===== config.mk =====
export PLATFORM = sky130hd
export DESIGN_NAME = pl0_source_tokenizer
export DESIGN_NICKNAME = d
export VERILOG_FILES = /design/src/rtl/pl0tok_pkg.sv /design/src/rtl/pl0_source_tokenizer.sv /design/src/rtl/pl0tok_front.sv /design/src/rtl/pl0tok_scan.sv /design/src/rtl/pl0tok_outq.sv
export SDC_FILE = /design/constraint.sdc
export NUM_CORES = 1
export LEC_CHECK = 0
export ABC_AREA = 0
export BUFFER_PORTS_ARGS = -buffer_cell sky130_fd_sc_hd__buf_2
export CAP_MARGIN = 20
export CORE_MARGIN = 8
export CORE_UTILIZATION = 30
export CTS_CLUSTER_SIZE = 20
export DETAILED_ROUTE_END_ITERATION = 7
export PLACE_DENSITY = 0.43
export SLEW_MARGIN = 20
export SYNTH_ARGS = -nofsm -noshare
export SYNTH_HDL_FRONTEND = slang
export SYNTH_SLANG_ARGS = --single-unit

===== constraint.sdc =====
create_clock -name clk -period 9.6 [get_ports clk]
set_clock_uncertainty 0.15 [all_clocks]
set_input_delay 0.48 -clock clk [delete_from_list [all_inputs] [get_ports clk]]
set_output_delay 0.48 -clock clk [all_outputs]
set_load 0.1 [all_outputs]

===== src/rtl/pl0tok_pkg.sv =====
package pl0tok_pkg;

  typedef struct packed {
    logic [7:0] char_byte;
    logic       last_char;
  } in_word_t;

  typedef struct packed {
    logic [4:0]  token_kind;
    logic [2:0]  error_code;
    logic [15:0] start_pos;
    logic [7:0]  token_length;
    logic [30:0] int_value;
    logic        last_of_run;
  } out_word_t;

  typedef enum logic [2:0] {
    MODE_IDLE,
    MODE_IDENT,
    MODE_KEYWORD,
    MODE_NUMBER,
    MODE_LESS,
    MODE_GREATER,
    MODE_COLON,
    MODE_SKIP
  } scan_mode_t;

  typedef enum logic [3:0] {
    CC_SPACE,
    CC_LOWER,
    CC_UPPER,
    CC_DIGIT,
    CC_LESS,
    CC_GREATER,
    CC_COLON,
    CC_EQUAL,
    CC_SINGLE,
    CC_ILLEGAL
  } char_class_t;

  typedef struct packed {
    logic [7:0]  char_byte;
    logic        last_char;
    char_class_t cclass;
    logic [4:0]  single_kind;
  } cls_word_t;

  typedef struct packed {
    logic      vld0;
    logic      vld1;
    out_word_t w0;
    out_word_t w1;
  } res_pair_t;

  typedef struct packed {
    logic      vld;
    logic      skip;
    out_word_t word;
  } fin_t;

  localparam logic [4:0] KIND_ERR    = 5'd0;
  localparam logic [4:0] KIND_IDENT  = 5'd10;
  localparam logic [4:0] KIND_INT    = 5'd11;
  localparam logic [4:0] KIND_PLUS   = 5'd12;
  localparam logic [4:0] KIND_MINUS  = 5'd13;
  localparam logic [4:0] KIND_TIMES  = 5'd14;
  localparam logic [4:0] KIND_SLASH  = 5'd15;
  localparam logic [4:0] KIND_ASSIGN = 5'd16;
  localparam logic [4:0] KIND_EQUAL  = 5'd17;
  localparam logic [4:0] KIND_NOTEQ  = 5'd18;
  localparam logic [4:0] KIND_GT     = 5'd19;
  localparam logic [4:0] KIND_GE     = 5'd20;
  localparam logic [4:0] KIND_LT     = 5'd21;
  localparam logic [4:0] KIND_LE     = 5'd22;
  localparam logic [4:0] KIND_LPAREN = 5'd23;
  localparam logic [4:0] KIND_RPAREN = 5'd24;
  localparam logic [4:0] KIND_SEMI   = 5'd25;
  localparam logic [4:0] KIND_COMMA  = 5'd26;

  localparam logic [2:0] ERR_NONE     = 3'd0;
  localparam logic [2:0] ERR_KEYWORD  = 3'd1;
  localparam logic [2:0] ERR_COLON    = 3'd2;
  localparam logic [2:0] ERR_ILLEGAL  = 3'd3;
  localparam logic [2:0] ERR_OVERFLOW = 3'd4;

  localparam logic [30:0] INT_MAX = 31'h7FFF_FFFF;

  localparam int KW_COUNT = 9;
  localparam int KW_MAX   = 7;

  localparam logic [8*KW_MAX-1:0] KW_TEXT [KW_COUNT] = '{
    "PROGRAM",
    {"BEGIN", 16'h0000},
    {"END", 32'h0000_0000},
    {"CONST", 16'h0000},
    {"VAR", 32'h0000_0000},
    {"WHILE", 16'h0000},
    {"DO", 40'h00_0000_0000},
    {"IF", 40'h00_0000_0000},
    {"THEN", 24'h00_0000}
  };

  localparam logic [2:0] KW_LEN [KW_COUNT] = '{
    3'd7, 3'd5, 3'd3, 3'd5, 3'd3, 3'd5, 3'd2, 3'd2, 3'd4
  };

  localparam int CQ_DEPTH = 2;
  localparam int CQ_AW    = 1;
  localparam int CQ_CW    = 2;
  localparam int OQ_DEPTH = 4;
  localparam int OQ_AW    = 2;
  localparam int OQ_CW    = 3;

  function automatic logic [4:0] keyword_kind(input logic [8*KW_MAX-1:0] word,
                                              input logic [7:0] len);
    logic [4:0] kind;
    logic       hit;
    kind = KIND_ERR;
    for (int i = KW_COUNT - 1; i >= 0; i--) begin
      hit = (len == 8'(KW_LEN[i]));
      for (int k = 0; k < KW_MAX; k++) begin
        if (k < int'(KW_LEN[i]) &&
            word[8*(KW_MAX-1-k) +: 8] != KW_TEXT[i][8*(KW_MAX-1-k) +: 8]) begin
          hit = 1'b0;
        end
      end
      if (hit) begin
        kind = 5'(i + 1);
      end
    end
    return kind;
  endfunction

  function automatic fin_t finish_token(input scan_mode_t mode, input logic [15:0] start,
                                        input logic [7:0] len, input logic [30:0] acc,
                                        input logic ovf, input logic [4:0] kw);
    fin_t f;
    f.vld               = 1'b1;
    f.skip              = 1'b0;
    f.word.token_kind   = KIND_ERR;
    f.word.error_code   = ERR_NONE;
    f.word.start_pos    = start;
    f.word.token_length = len;
    f.word.int_value    = '0;
    f.word.last_of_run  = 1'b0;
    unique case (mode)
      MODE_IDENT: begin
        f.word.token_kind = KIND_IDENT;
      end
      MODE_KEYWORD: begin
        if (kw == KIND_ERR) begin
          f.word.error_code = ERR_KEYWORD;
          f.skip            = 1'b1;
        end else begin
          f.word.token_kind = kw;
        end
      end
      MODE_NUMBER: begin
        f.word.token_kind = KIND_INT;
        f.word.error_code = ovf ? ERR_OVERFLOW : ERR_NONE;
        f.word.int_value  = acc;
      end
      MODE_LESS: begin
        f.word.token_kind   = KIND_LT;
        f.word.token_length = 8'd1;
      end
      MODE_GREATER: begin
        f.word.token_kind   = KIND_GT;
        f.word.token_length = 8'd1;
      end
      MODE_COLON: begin
        f.word.error_code   = ERR_COLON;
        f.word.token_length = 8'd1;
        f.skip              = 1'b1;
      end
      default: begin
        f.vld = 1'b0;
      end
    endcase
    return f;
  endfunction

endpackage


===== src/rtl/pl0_source_tokenizer.sv =====
// Channel   Ports                       Handshake
// input     push, full, in_word         taken when push && !full
// result    empty, pop, out_word        taken when pop && !empty
//
// One character per cycle unless held: the classifier queue and scanner move one word
// a cycle, the token queue takes both tokens of a character at once, and they leave as
// two pops. The scanner holds while fewer than two of the four token entries are free,
// and push sees full once the two-entry character queue fills behind it.
// A token is written into the token queue by the edge that accepts its ending character.
// Synchronous reset clears the queues and the scanner; no clearing pass.
module pl0_source_tokenizer #(
  parameter int KEYWORD_CHARS = 8,
  parameter int POSITION_BITS = 16
) (
  input  logic                  clk,
  input  logic                  rst_n,
  input  logic                  push,
  output logic                  full,
  input  pl0tok_pkg::in_word_t  in_word,
  output logic                  empty,
  input  logic                  pop,
  output pl0tok_pkg::out_word_t out_word
);
  import pl0tok_pkg::*;

  logic      cls_vld;
  cls_word_t cls_word;
  logic      cls_pop;
  logic      oq_room;
  res_pair_t res;

  pl0tok_front u_front (
    .clk      (clk),
    .rst_n    (rst_n),
    .push     (push),
    .full     (full),
    .in_word  (in_word),
    .cls_vld  (cls_vld),
    .cls_word (cls_word),
    .cls_pop  (cls_pop)
  );

  pl0tok_scan #(
    .KEYWORD_CHARS (KEYWORD_CHARS),
    .POSITION_BITS (POSITION_BITS)
  ) u_scan (
    .clk      (clk),
    .rst_n    (rst_n),
    .cls_vld  (cls_vld),
    .cls_word (cls_word),
    .cls_pop  (cls_pop),
    .oq_room  (oq_room),
    .res      (res)
  );

  pl0tok_outq u_outq (
    .clk      (clk),
    .rst_n    (rst_n),
    .res      (res),
    .oq_room  (oq_room),
    .empty    (empty),
    .pop      (pop),
    .out_word (out_word)
  );

endmodule


===== src/rtl/pl0tok_front.sv =====
module pl0tok_front (
  input  logic                  clk,
  input  logic                  rst_n,
  input  logic                  push,
  output logic                  full,
  input  pl0tok_pkg::in_word_t  in_word,
  output logic                  cls_vld,
  output pl0tok_pkg::cls_word_t cls_word,
  input  logic                  cls_pop
);
  import pl0tok_pkg::*;

  cls_word_t        cw;
  logic [7:0]       c;
  cls_word_t        ent_r [CQ_DEPTH];
  logic [CQ_AW-1:0] wr_r, wr_nxt;
  logic [CQ_AW-1:0] rd_r, rd_nxt;
  logic [CQ_CW-1:0] cnt_r, cnt_nxt;
  logic             wr_en;
  logic             rd_en;

  assign c = in_word.char_byte;

  always_comb begin
    cw.char_byte   = in_word.char_byte;
    cw.last_char   = in_word.last_char;
    cw.single_kind = KIND_ERR;
    cw.cclass      = CC_ILLEGAL;
    priority if (c == " " || c == 8'h09 || c == 8'h0D || c == 8'h0A) begin
      cw.cclass = CC_SPACE;
    end else if (c >= "a" && c <= "z") begin
      cw.cclass = CC_LOWER;
    end else if (c >= "A" && c <= "Z") begin
      cw.cclass = CC_UPPER;
    end else if (c >= "0" && c <= "9") begin
      cw.cclass = CC_DIGIT;
    end else if (c == "<") begin
      cw.cclass = CC_LESS;
    end else if (c == ">") begin
      cw.cclass = CC_GREATER;
    end else if (c == ":") begin
      cw.cclass = CC_COLON;
    end else if (c == "=") begin
      cw.cclass      = CC_EQUAL;
      cw.single_kind = KIND_EQUAL;
    end else begin
      unique case (c)
        "+": begin cw.cclass = CC_SINGLE; cw.single_kind = KIND_PLUS;   end
        "-": begin cw.cclass = CC_SINGLE; cw.single_kind = KIND_MINUS;  end
        "*": begin cw.cclass = CC_SINGLE; cw.single_kind = KIND_TIMES;  end
        "/": begin cw.cclass = CC_SINGLE; cw.single_kind = KIND_SLASH;  end
        "(": begin cw.cclass = CC_SINGLE; cw.single_kind = KIND_LPAREN; end
        ")": begin cw.cclass = CC_SINGLE; cw.single_kind = KIND_RPAREN; end
        ";": begin cw.cclass = CC_SINGLE; cw.single_kind = KIND_SEMI;   end
        ",": begin cw.cclass = CC_SINGLE; cw.single_kind = KIND_COMMA;  end
        default: begin
          cw.cclass = CC_ILLEGAL;
        end
      endcase
    end
  end

  assign full     = (cnt_r == CQ_CW'(CQ_DEPTH));
  assign wr_en    = push && !full;
  assign cls_vld  = (cnt_r != '0);
  assign rd_en    = cls_pop && cls_vld;
  assign cls_word = ent_r[rd_r];

  always_comb begin
    wr_nxt  = wr_en ? wr_r + CQ_AW'(1) : wr_r;
    rd_nxt  = rd_en ? rd_r + CQ_AW'(1) : rd_r;
    cnt_nxt = cnt_r + CQ_CW'(wr_en) - CQ_CW'(rd_en);
  end

  always_ff @(posedge clk) begin
    if (!rst_n) begin
      wr_r  <= '0;
      rd_r  <= '0;
      cnt_r <= '0;
    end else begin
      wr_r  <= wr_nxt;
      rd_r  <= rd_nxt;
      cnt_r <= cnt_nxt;
    end
  end

  always_ff @(posedge clk) begin
    if (wr_en) begin
      ent_r[wr_r] <= cw;
    end
  end

endmodule


===== src/rtl/pl0tok_scan.sv =====
module pl0tok_scan #(
  parameter int KEYWORD_CHARS = 8,
  parameter int POSITION_BITS = 16
) (
  input  logic                  clk,
  input  logic                  rst_n,
  input  logic                  cls_vld,
  input  pl0tok_pkg::cls_word_t cls_word,
  output logic                  cls_pop,
  input  logic                  oq_room,
  output pl0tok_pkg::res_pair_t res
);
  import pl0tok_pkg::*;

  localparam int IW = $clog2(KEYWORD_CHARS);

  scan_mode_t             mode_r, mode_s, mode_nxt;
  logic [15:0]            start_r, start_s, start_nxt;
  logic [7:0]             len_r, len_s, len_nxt;
  logic [30:0]            acc_r, acc_s, acc_nxt;
  logic                   ovf_r, ovf_s, ovf_nxt;
  logic [POSITION_BITS-1:0] pos_r, pos_nxt;
  logic [7:0]             buf_r [KEYWORD_CHARS];
  logic [7:0]             buf_nxt [KEYWORD_CHARS];

  logic [31:0]            pos_ext;
  logic [15:0]            pos16;
  logic                   go;
  logic                   handled;
  logic                   last;
  logic [7:0]             c;
  char_class_t            cc;
  logic [34:0]            acc_sum;
  logic                   acc_sat;
  logic [7:0]             len_inc;
  logic [IW-1:0]          wr_idx;
  logic [8*KW_MAX-1:0]    word_cur, word_nxt;
  logic [4:0]             kw_cur, kw_nxt;
  fin_t                   fin1, fin2;
  out_word_t              ea, eb, b_word;
  logic                   ea_vld, eb_vld, b_vld;

  assign c       = cls_word.char_byte;
  assign cc      = cls_word.cclass;
  assign last    = cls_word.last_char;
  assign go      = cls_vld && oq_room;
  assign cls_pop = go;
  assign pos_ext = 32'(pos_r);
  assign pos16   = pos_ext[15:0];
  assign wr_idx  = len_r[IW-1:0];
  assign len_inc = (len_r == 8'hFF) ? len_r : len_r + 8'd1;
  assign acc_sum = {1'b0, acc_r, 3'b000} + {3'b000, acc_r, 1'b0} + {31'd0, c[3:0]};
  assign acc_sat = (acc_sum > {4'd0, INT_MAX});

  always_comb begin
    for (int k = 0; k < KW_MAX; k++) begin
      word_cur[8*(KW_MAX-1-k) +: 8] = buf_r[k];
      word_nxt[8*(KW_MAX-1-k) +: 8] = buf_nxt[k];
    end
    kw_cur = keyword_kind(word_cur, len_r);
    kw_nxt = keyword_kind(word_nxt, len_s);
  end

  always_comb begin
    mode_s  = mode_r;
    start_s = start_r;
    len_s   = len_r;
    acc_s   = acc_r;
    ovf_s   = ovf_r;
    buf_nxt = buf_r;
    handled = 1'b0;
    ea_vld  = 1'b0;
    eb_vld  = 1'b0;
    fin1    = finish_token(mode_r, start_r, len_r, acc_r, ovf_r, kw_cur);
    ea      = fin1.word;
    eb              = '0;
    eb.start_pos    = pos16;
    eb.token_length = 8'd1;
    ea.token_length = fin1.word.token_length;

    unique case (mode_r)
      MODE_SKIP: begin
        handled = 1'b1;
      end
      MODE_IDENT: begin
        if (cc == CC_LOWER || cc == CC_DIGIT) begin
          handled = 1'b1;
          len_s   = len_inc;
        end
      end
      MODE_KEYWORD: begin
        if (cc == CC_UPPER || cc == CC_DIGIT) begin
          handled = 1'b1;
          len_s   = len_inc;
          if (len_r < 8'(KEYWORD_CHARS)) begin
            buf_nxt[wr_idx] = c;
          end
        end
      end
      MODE_NUMBER: begin
        if (cc == CC_DIGIT) begin
          handled = 1'b1;
          len_s   = len_inc;
          acc_s   = acc_sat ? INT_MAX : acc_sum[30:0];
          ovf_s   = ovf_r | acc_sat;
        end
      end
      MODE_LESS: begin
        if (cc == CC_EQUAL || cc == CC_GREATER) begin
          handled          = 1'b1;
          ea_vld           = 1'b1;
          ea               = '0;
          ea.token_kind    = (cc == CC_EQUAL) ? KIND_LE : KIND_NOTEQ;
          ea.start_pos     = start_r;
          ea.token_length  = 8'd2;
          mode_s           = MODE_IDLE;
        end
      end
      MODE_GREATER: begin
        if (cc == CC_EQUAL) begin
          handled          = 1'b1;
          ea_vld           = 1'b1;
          ea               = '0;
          ea.token_kind    = KIND_GE;
          ea.start_pos     = start_r;
          ea.token_length  = 8'd2;
          mode_s           = MODE_IDLE;
        end
      end
      MODE_COLON: begin
        if (cc == CC_EQUAL) begin
          handled          = 1'b1;
          ea_vld           = 1'b1;
          ea               = '0;
          ea.token_kind    = KIND_ASSIGN;
          ea.start_pos     = start_r;
          ea.token_length  = 8'd2;
          mode_s           = MODE_IDLE;
        end
      end
      default: begin
      end
    endcase

    if (!handled) begin
      mode_s = MODE_IDLE;
      if (fin1.vld) begin
        ea_vld = 1'b1;
        if (fin1.skip) begin
          mode_s = MODE_SKIP;
        end
      end
      if (mode_s == MODE_IDLE) begin
        unique case (cc)
          CC_SPACE: begin
          end
          CC_LOWER: begin
            mode_s  = MODE_IDENT;
            start_s = pos16;
            len_s   = 8'd1;
          end
          CC_UPPER: begin
            mode_s     = MODE_KEYWORD;
            start_s    = pos16;
            len_s      = 8'd1;
            buf_nxt[0] = c;
          end
          CC_DIGIT: begin
            mode_s  = MODE_NUMBER;
            start_s = pos16;
            len_s   = 8'd1;
            acc_s   = 31'(c[3:0]);
            ovf_s   = 1'b0;
          end
          CC_LESS: begin
            mode_s  = MODE_LESS;
            start_s = pos16;
            len_s   = 8'd1;
          end
          CC_GREATER: begin
            mode_s  = MODE_GREATER;
            start_s = pos16;
            len_s   = 8'd1;
          end
          CC_COLON: begin
            mode_s  = MODE_COLON;
            start_s = pos16;
            len_s   = 8'd1;
          end
          CC_EQUAL, CC_SINGLE: begin
            eb_vld        = 1'b1;
            eb.token_kind = cls_word.single_kind;
          end
          default: begin
            eb_vld        = 1'b1;
            eb.token_kind = KIND_ERR;
            eb.error_code = ERR_ILLEGAL;
            mode_s        = MODE_SKIP;
          end
        endcase
      end
    end
  end

  always_comb begin
    fin2   = finish_token(mode_s, start_s, len_s, acc_s, ovf_s, kw_nxt);
    b_vld  = eb_vld || (last && fin2.vld);
    b_word = eb_vld ? eb : fin2.word;

    if (ea_vld) begin
      res.vld0 = go;
      res.vld1 = go && b_vld;
      res.w0   = ea;
      res.w1   = b_word;
    end else begin
      res.vld0 = go && b_vld;
      res.vld1 = 1'b0;
      res.w0   = b_word;
      res.w1   = b_word;
    end
    res.w0.last_of_run = !(ea_vld && b_vld);
    res.w1.last_of_run = 1'b1;

    if (last) begin
      mode_nxt  = MODE_IDLE;
      start_nxt = '0;
      len_nxt   = '0;
      acc_nxt   = '0;
      ovf_nxt   = 1'b0;
      pos_nxt   = '0;
    end else begin
      mode_nxt  = mode_s;
      start_nxt = start_s;
      len_nxt   = len_s;
      acc_nxt   = acc_s;
      ovf_nxt   = ovf_s;
      pos_nxt   = pos_r + POSITION_BITS'(1);
    end
  end

  always_ff @(posedge clk) begin
    if (!rst_n) begin
      mode_r  <= MODE_IDLE;
      start_r <= '0;
      len_r   <= '0;
      acc_r   <= '0;
      ovf_r   <= 1'b0;
      pos_r   <= '0;
    end else if (go) begin
      mode_r  <= mode_nxt;
      start_r <= start_nxt;
      len_r   <= len_nxt;
      acc_r   <= acc_nxt;
      ovf_r   <= ovf_nxt;
      pos_r   <= pos_nxt;
    end
  end

  always_ff @(posedge clk) begin
    if (go) begin
      buf_r <= buf_nxt;
    end
  end

endmodule


===== src/rtl/pl0tok_outq.sv =====
module pl0tok_outq (
  input  logic                  clk,
  input  logic                  rst_n,
  input  pl0tok_pkg::res_pair_t res,
  output logic                  oq_room,
  output logic                  empty,
  input  logic                  pop,
  output pl0tok_pkg::out_word_t out_word
);
  import pl0tok_pkg::*;

  out_word_t        ent_r [OQ_DEPTH];
  logic [OQ_AW-1:0] wr_r, wr_nxt;
  logic [OQ_AW-1:0] rd_r, rd_nxt;
  logic [OQ_CW-1:0] cnt_r, cnt_nxt;
  logic [OQ_CW-1:0] n_wr;
  logic             rd_en;

  assign empty    = (cnt_r == '0);
  assign oq_room  = (cnt_r <= OQ_CW'(OQ_DEPTH - 2));
  assign rd_en    = pop && !empty;
  assign out_word = ent_r[rd_r];
  assign n_wr     = OQ_CW'(res.vld0) + OQ_CW'(res.vld1);

  always_comb begin
    wr_nxt  = wr_r + n_wr[OQ_AW-1:0];
    rd_nxt  = rd_en ? rd_r + OQ_AW'(1) : rd_r;
    cnt_nxt = cnt_r + n_wr - OQ_CW'(rd_en);
  end

  always_ff @(posedge clk) begin
    if (!rst_n) begin
      wr_r  <= '0;
      rd_r  <= '0;
      cnt_r <= '0;
    end else begin
      wr_r  <= wr_nxt;
      rd_r  <= rd_nxt;
      cnt_r <= cnt_nxt;
    end
  end

  always_ff @(posedge clk) begin
    if (res.vld0) begin
      ent_r[wr_r] <= res.w0;
    end
    if (res.vld1) begin
      ent_r[wr_r + OQ_AW'(1)] <= res.w1;
    end
  end

endmodule

After elaboration in Yosys (flattened, before gate mapping):

Memories as Yosys holds them, arrays and structs flattened. A register that Yosys moved wholly into a read port is not among the register bits.
Index checks and enable logic that the tools add are counted.

* input port bits: 13
* memory bits (writable): 292
* register bits: 150
* output and inout port bits: 66
* memories: 2
* word-level logic and storage cells: 409

Memories
* u_outq.ent_r: words 4, width 64, read ports 1, clocked after Yosys merged registers in 1, write ports 2, RTL line pl0tok_outq.sv:12 `out_word_t ent_r [OQ_DEPTH];`
* u_front.ent_r: words 2, width 18, read ports 1, clocked after Yosys merged registers in 1, write ports 1, RTL line pl0tok_front.sv:15 `cls_word_t ent_r [CQ_DEPTH];`

* add/subtract/negate cells: 14
* mux-type cells: 204
* bitwise logic cells: 2
* equality and inequality tests: 117
* reductions and logical operators: 39
* magnitude comparators: 11

Operator list (count)
* $ne 8x7->1 const B: 68
* $mux 64: 7
* $mux 31: 9
* $pmux 64 s3: 1
* $mux 130: 1
* $mux 8: 16
* $mux 5: 25
* $eq 8x6->1 const B: 13
* $mux 1: 102
* $mux 16: 5
* $bwmux 64: 1
* $pmux 5 s5: 2
* $eq 8x3->1 const B: 6
* $mux 4: 10
* $pmux 5 s8: 1
* $add 34x32->35: 1
* $add 35x4->35: 1
* $gt 35x31->1 const B: 1
* $mux 3: 11
* $eq 8x2->1 const B: 4
* $demux 8 s3: 1
* $eq 8x4->1 const B: 3
* $pmux 8 s3: 1
* $eq 3x3->1 const B: 7
* 49 further kinds: 90

Longest topological paths before layout:

* depth after elaboration: 45
* mapped depth: 25
* mapped depth without buffers: 20

Modules after synthesis:

A second synthesis with hierarchy kept.

* cell total of the unflattened synthesis: 2231
* area total of the unflattened synthesis: 26117.5 µm²

Modules (own cells, without submodules)
* pl0tok_outq: seq. area each 7867.5 µm², cells an instance 667, instances 1, area an instance 13067.5 µm²
* pl0tok_scan: seq. area each 3183.1 µm², cells an instance 1429, instances 1, area an instance 11165.7 µm²
* pl0tok_front: seq. area each 1181.1 µm², cells an instance 135, instances 1, area an instance 1884.3 µm²

Worst setup path after synthesis:

Ideal clock, no wire load.

* path kind: register to register
* from: reg (tool-made name)
* to: mem u_outq.ent_r[3][10] (netlist bit), data pin
* arrival time: 6077 ps
* stages on the path, launching flop included: 23
* period minus slack after synthesis: 6492 ps
* setup time: 265 ps
* required time: 9185 ps
* setup slack: 3108 ps
* cell sequence: dfxtp_1 > clkbuf_1 > clkbuf_1 > buf_1 > mux2i_1 > inv_1 > fa_1 > ha_1 > a21o_1 > a21oi_1 > o21a_1 > o21a_1 > o21ai_0 > o311a_1 > o41ai_1 > or4b_2 > a211oi_1 > and2_1 > clkbuf_1 > clkbuf_1 > a21oi_1 > a21oi_1 > nor2_1

RTL lines (RTL line)
* to (decl): pl0tok_outq.sv:12

==> summary.md <==
| Metric | Value |
|---|---|
| H-tree depth | `2` |
| Yosys cell types | `85` |
| WP data arrival | `between 6 and 7 ns` |
| Final period util | `68.0%` |
| Crit Path Max Fanout | `27` |
| Clock slew at reported path FFs | `0.06 ns` |
| DRT Pass-1 Iters | `5` |
| DR top layer | `met4` |
| P&R area growth vs syn | `13.7%` |
| Count of warnings emitted by yosys | `0` |
| Max Slew Vio Count | `0` |
| Metal2 WL | `~36 mm` |
| Predominant post-synthesis flop cell | `edfxtp_1` |
| Final hold violation count | `0` |
| Syn Nets | `approximately 2.3k` |
| CTS tree | `done` |
| Clock latency on the worst-skew pair | `roughly 0.63 ns` |
| RePlAce Congestion | `between 0.8 and 0.9` |
| CTS root buf | `clkbuf_16` |
| Row count | `between 100 and 150` |
| Number of diodes | `0` |
| Hold Path Class | `input pin to register` |
| Seq/Total Area, Yosys | `51.3%` |
| Vias in the first global route | `18.0k` |
| Metal1 wirelength | `between 30 and 40 mm` |
| DPL Wire Length | `52.9 mm` |
| PwrDens | `313 mW/mm^2` |
| Worst Setup End Kind | `register` |
| Worst-Margin Slew | `1.14 ns` |
| # DRC | `0` |
| Post-route ant nets | `0` |
| Via-per-instance ratio | `5.45` |
| Critical path type | `register to register` |
| Synthesized flop and latch total | `437` |
| Initial Utilization | `a little under a third` |
| Die area | `0.0885 sq mm` |
| Nets | `2305` |
| Max cap viols | `0` |
| Peak supply drop | `0.186 mV` |
| Leak pwr | `9.53 nW` |
| Largest net degree at the start of global routing | `65` |
| Post-Syn Instances | `about 2.2k` |
| Met3 WL | `between 3 and 4 mm` |
| Die H | `298 um` |
| Share of cells above drive strength 1 | `14.6%` |
| Pre-CTS WS | `3.02 ns` |
| WL per Instance | `23.5 um` |
| Worst setup margin | `just over 3 ns` |
| Final setup vio count | `0` |
| PostCTS Resize Cnt | `0` |
| Setup TNS | `0 ns` |
| Core Area | `0.0787 sq mm` |
| TritonCTS Sinks | `437` |
| Async set-reset flop share out of synthesis | `0%` |
| Worst Setup Start Kind | `register` |
| Syn Area/Cell | `11.0 sq um` |
| First-pass GRT wire length | `117 mm` |
| Die Wd | `approximately 300 um` |
| I/O pin cnt | `roughly 80` |
| Initial antenna violation count | `2` |
| Tot GR Track Use | `~17%` |
| Slew HR | `between 20% and 30%` |
| Grt total ovfl | `0` |
| Drt first-iter violations | `1616` |
| Clock tree buffer depth | `3` |
| Status | `finished, final reports clean` |
| Number of synthesized flops with an enable pin | `344` |
| Worst Path Required | `9.80 ns` |
| Final min period | `6.53 ns` |
| Peak Freq | `roughly 150 MHz` |
| Final wirelength | `77.7 mm` |
| RSZ-0062 raised after global routing | `no` |
| Mapped cell area | `0.0238 sq mm` |
| # port buffers | `78` |
| CTS Buf Count | `50` |
| Routed vias | `18.0k` |
## per-layer routing
metal | track usage [%] | vias to the layer above
met5 | 0 | -
met4 | 4.51 | 0
met3 | 2.25 | 103
met2 | 27.2 | 501
met1 | 24.0 | 9003
li1 | - | 8401
## kinds of logic after synthesis
| kind of cell | count (synthesis) | share of synthesized area [%] |
|---|---|---|
| mux | 98 | 7.53 |
| flops | 437 | 51.3 |
| xor+xnor | 44 | 1.62 |
| compound gates | 558 | 16.1 |
| buf+inv | 179 | 3.05 |
| fa+ha+maj | 79 | 4.25 |
| simple gates | 771 | 16.2 |
## critical path, cell delays in order (launching register included)
cell and delay (ns):
dfxtp_1 0.51, buf_4 0.40, mux2i_1 0.25, buf_4 0.24, inv_1 0.11, fa_1 0.47
ha_1 0.29, a21o_1 0.18, a21oi_1 0.26, o21a_1 0.22, o21a_1 0.16, o21ai_0 0.14
o311a_1 0.39, o41ai_1 0.24, or4b_2 0.65, a211oi_4 0.24, and2_1 0.51, buf_4 0.32
a21oi_1 0.09, a21oi_1 0.32, nor2_1 0.08
## final cells by class
type / count / area (sq um)
Clock buffer: 60 / 1310
Fill cell: 7906 / 51700
Multi-Input combinational cell: 1550 / 11000
Sequential cell: 437 / 12200
Timing Repair Buffer: 131 / 796
Clock inverter: 33 / 274
Inverter: 43 / 161
Tap cell: 1050 / 1310
## flip-flops by register name, summed over array words and instances, names as in the netlist, named ones only
| signal | flops |
|---|---|
| u_scan.acc_r | 31 |
| u_outq.ent_r | 256 |
| u_outq.wr_r | 2 |
| u_front.ent_r | 36 |
| u_scan.len_r | 8 |
| u_outq.cnt_r | 3 |
| u_front.rd_r | 1 |
| u_scan.buf_r | 56 |
| u_scan.start_r | 16 |
| u_scan.pos16 | 16 |
| u_scan.ovf_r | 1 |
| u_outq.rd_r | 2 |
| u_front.wr_r | 1 |
| u_front.cnt_r | 2 |
| u_scan.mode_r | 3 |
## placed cells by master (no fill, tap or decap), drive strengths merged, types with 30 or more instances in the layout
master | synthesis | routed
a21oi | 154 | 154
a22o | 88 | 88
a22oi | 35 | 35
buf | 33 | 127
clkbuf | 103 | 60
clkinv | 2 | 30
dfxtp | 93 | 93
edfxtp | 344 | 344
ha | 76 | 76
inv | 41 | 43
mux4 | 64 | 64
nand2 | 121 | 121
nand3 | 34 | 34
nor2 | 306 | 306
nor2b | 49 | 49
nor3 | 51 | 51
o21ai | 84 | 84
## path summary, 6_finish.rpt
path,startpoint,endpoint,slack (ns),cells after the start
worst max register to register,register,u_outq.ent_r[3][14],3.07,20
worst max-delay path,register,u_outq.ent_r[3][14],3.07,20
worst min register to register,u_outq.ent_r[3][0],u_outq.ent_r[3][0],0.33,1
worst min-delay path,in_word[4],u_front.ent_r[1][13],0.04,1
## Yosys cell counts (all sizes together), types with 25 or more instances
cell | n | area share (%)
a21oi | 154 | 3.3
a22o | 88 | 3.2
a22oi | 35 | 1.1
and2 | 27 | 0.71
buf | 33 | 0.74
clkbuf | 103 | 1.6
dfxtp | 93 | 7.8
edfxtp | 344 | 43
ha | 76 | 4.0
inv | 41 | 0.65
mux2i | 27 | 1.1
mux4 | 64 | 6.1
nand2 | 121 | 1.9
nand3 | 34 | 0.72
nor2 | 306 | 4.9
nor2b | 49 | 1.3
nor3 | 51 | 1.1
nor4 | 25 | 0.66
o21ai | 84 | 1.8
## where the power goes
group / leakage, nW / total (W) / switching, W / internal [W]
clock: 0.781 / 0.00186 / 0.000824 / 0.00103
sequential: 4.11 / 0.00280 / 0.000253 / 0.00255
combinational: 4.64 / 0.00379 / 0.00295 / 0.000842
## per-stage QoR
stage	utilization, %	total power (W)	instances	hold WS [ns]	instance area [sq um]
5_1_grt	34.3	0.00884	3304	0.0376	27000
3_3_place_gp	32.2	0.00664	3206	0.295	25400
6_report	34.3	0.00845	3304	0.0408	27000
2_1_floorplan	-	0.00558	2166	0.285	23800
3_5_place_dp	32.3	0.00667	3207	0.304	25400
4_1_cts	34.3	0.00856	3304	0.00526	27000
## repair_timing
| item | in CTS | in global routing |
|---|---|---|
| hold buffers | 4 | 0 |
| buffers inserted | 0 | 0 |
| endpoints found under the hold margin | 8 | 0 |
Power figures use the tool's default switching activity.
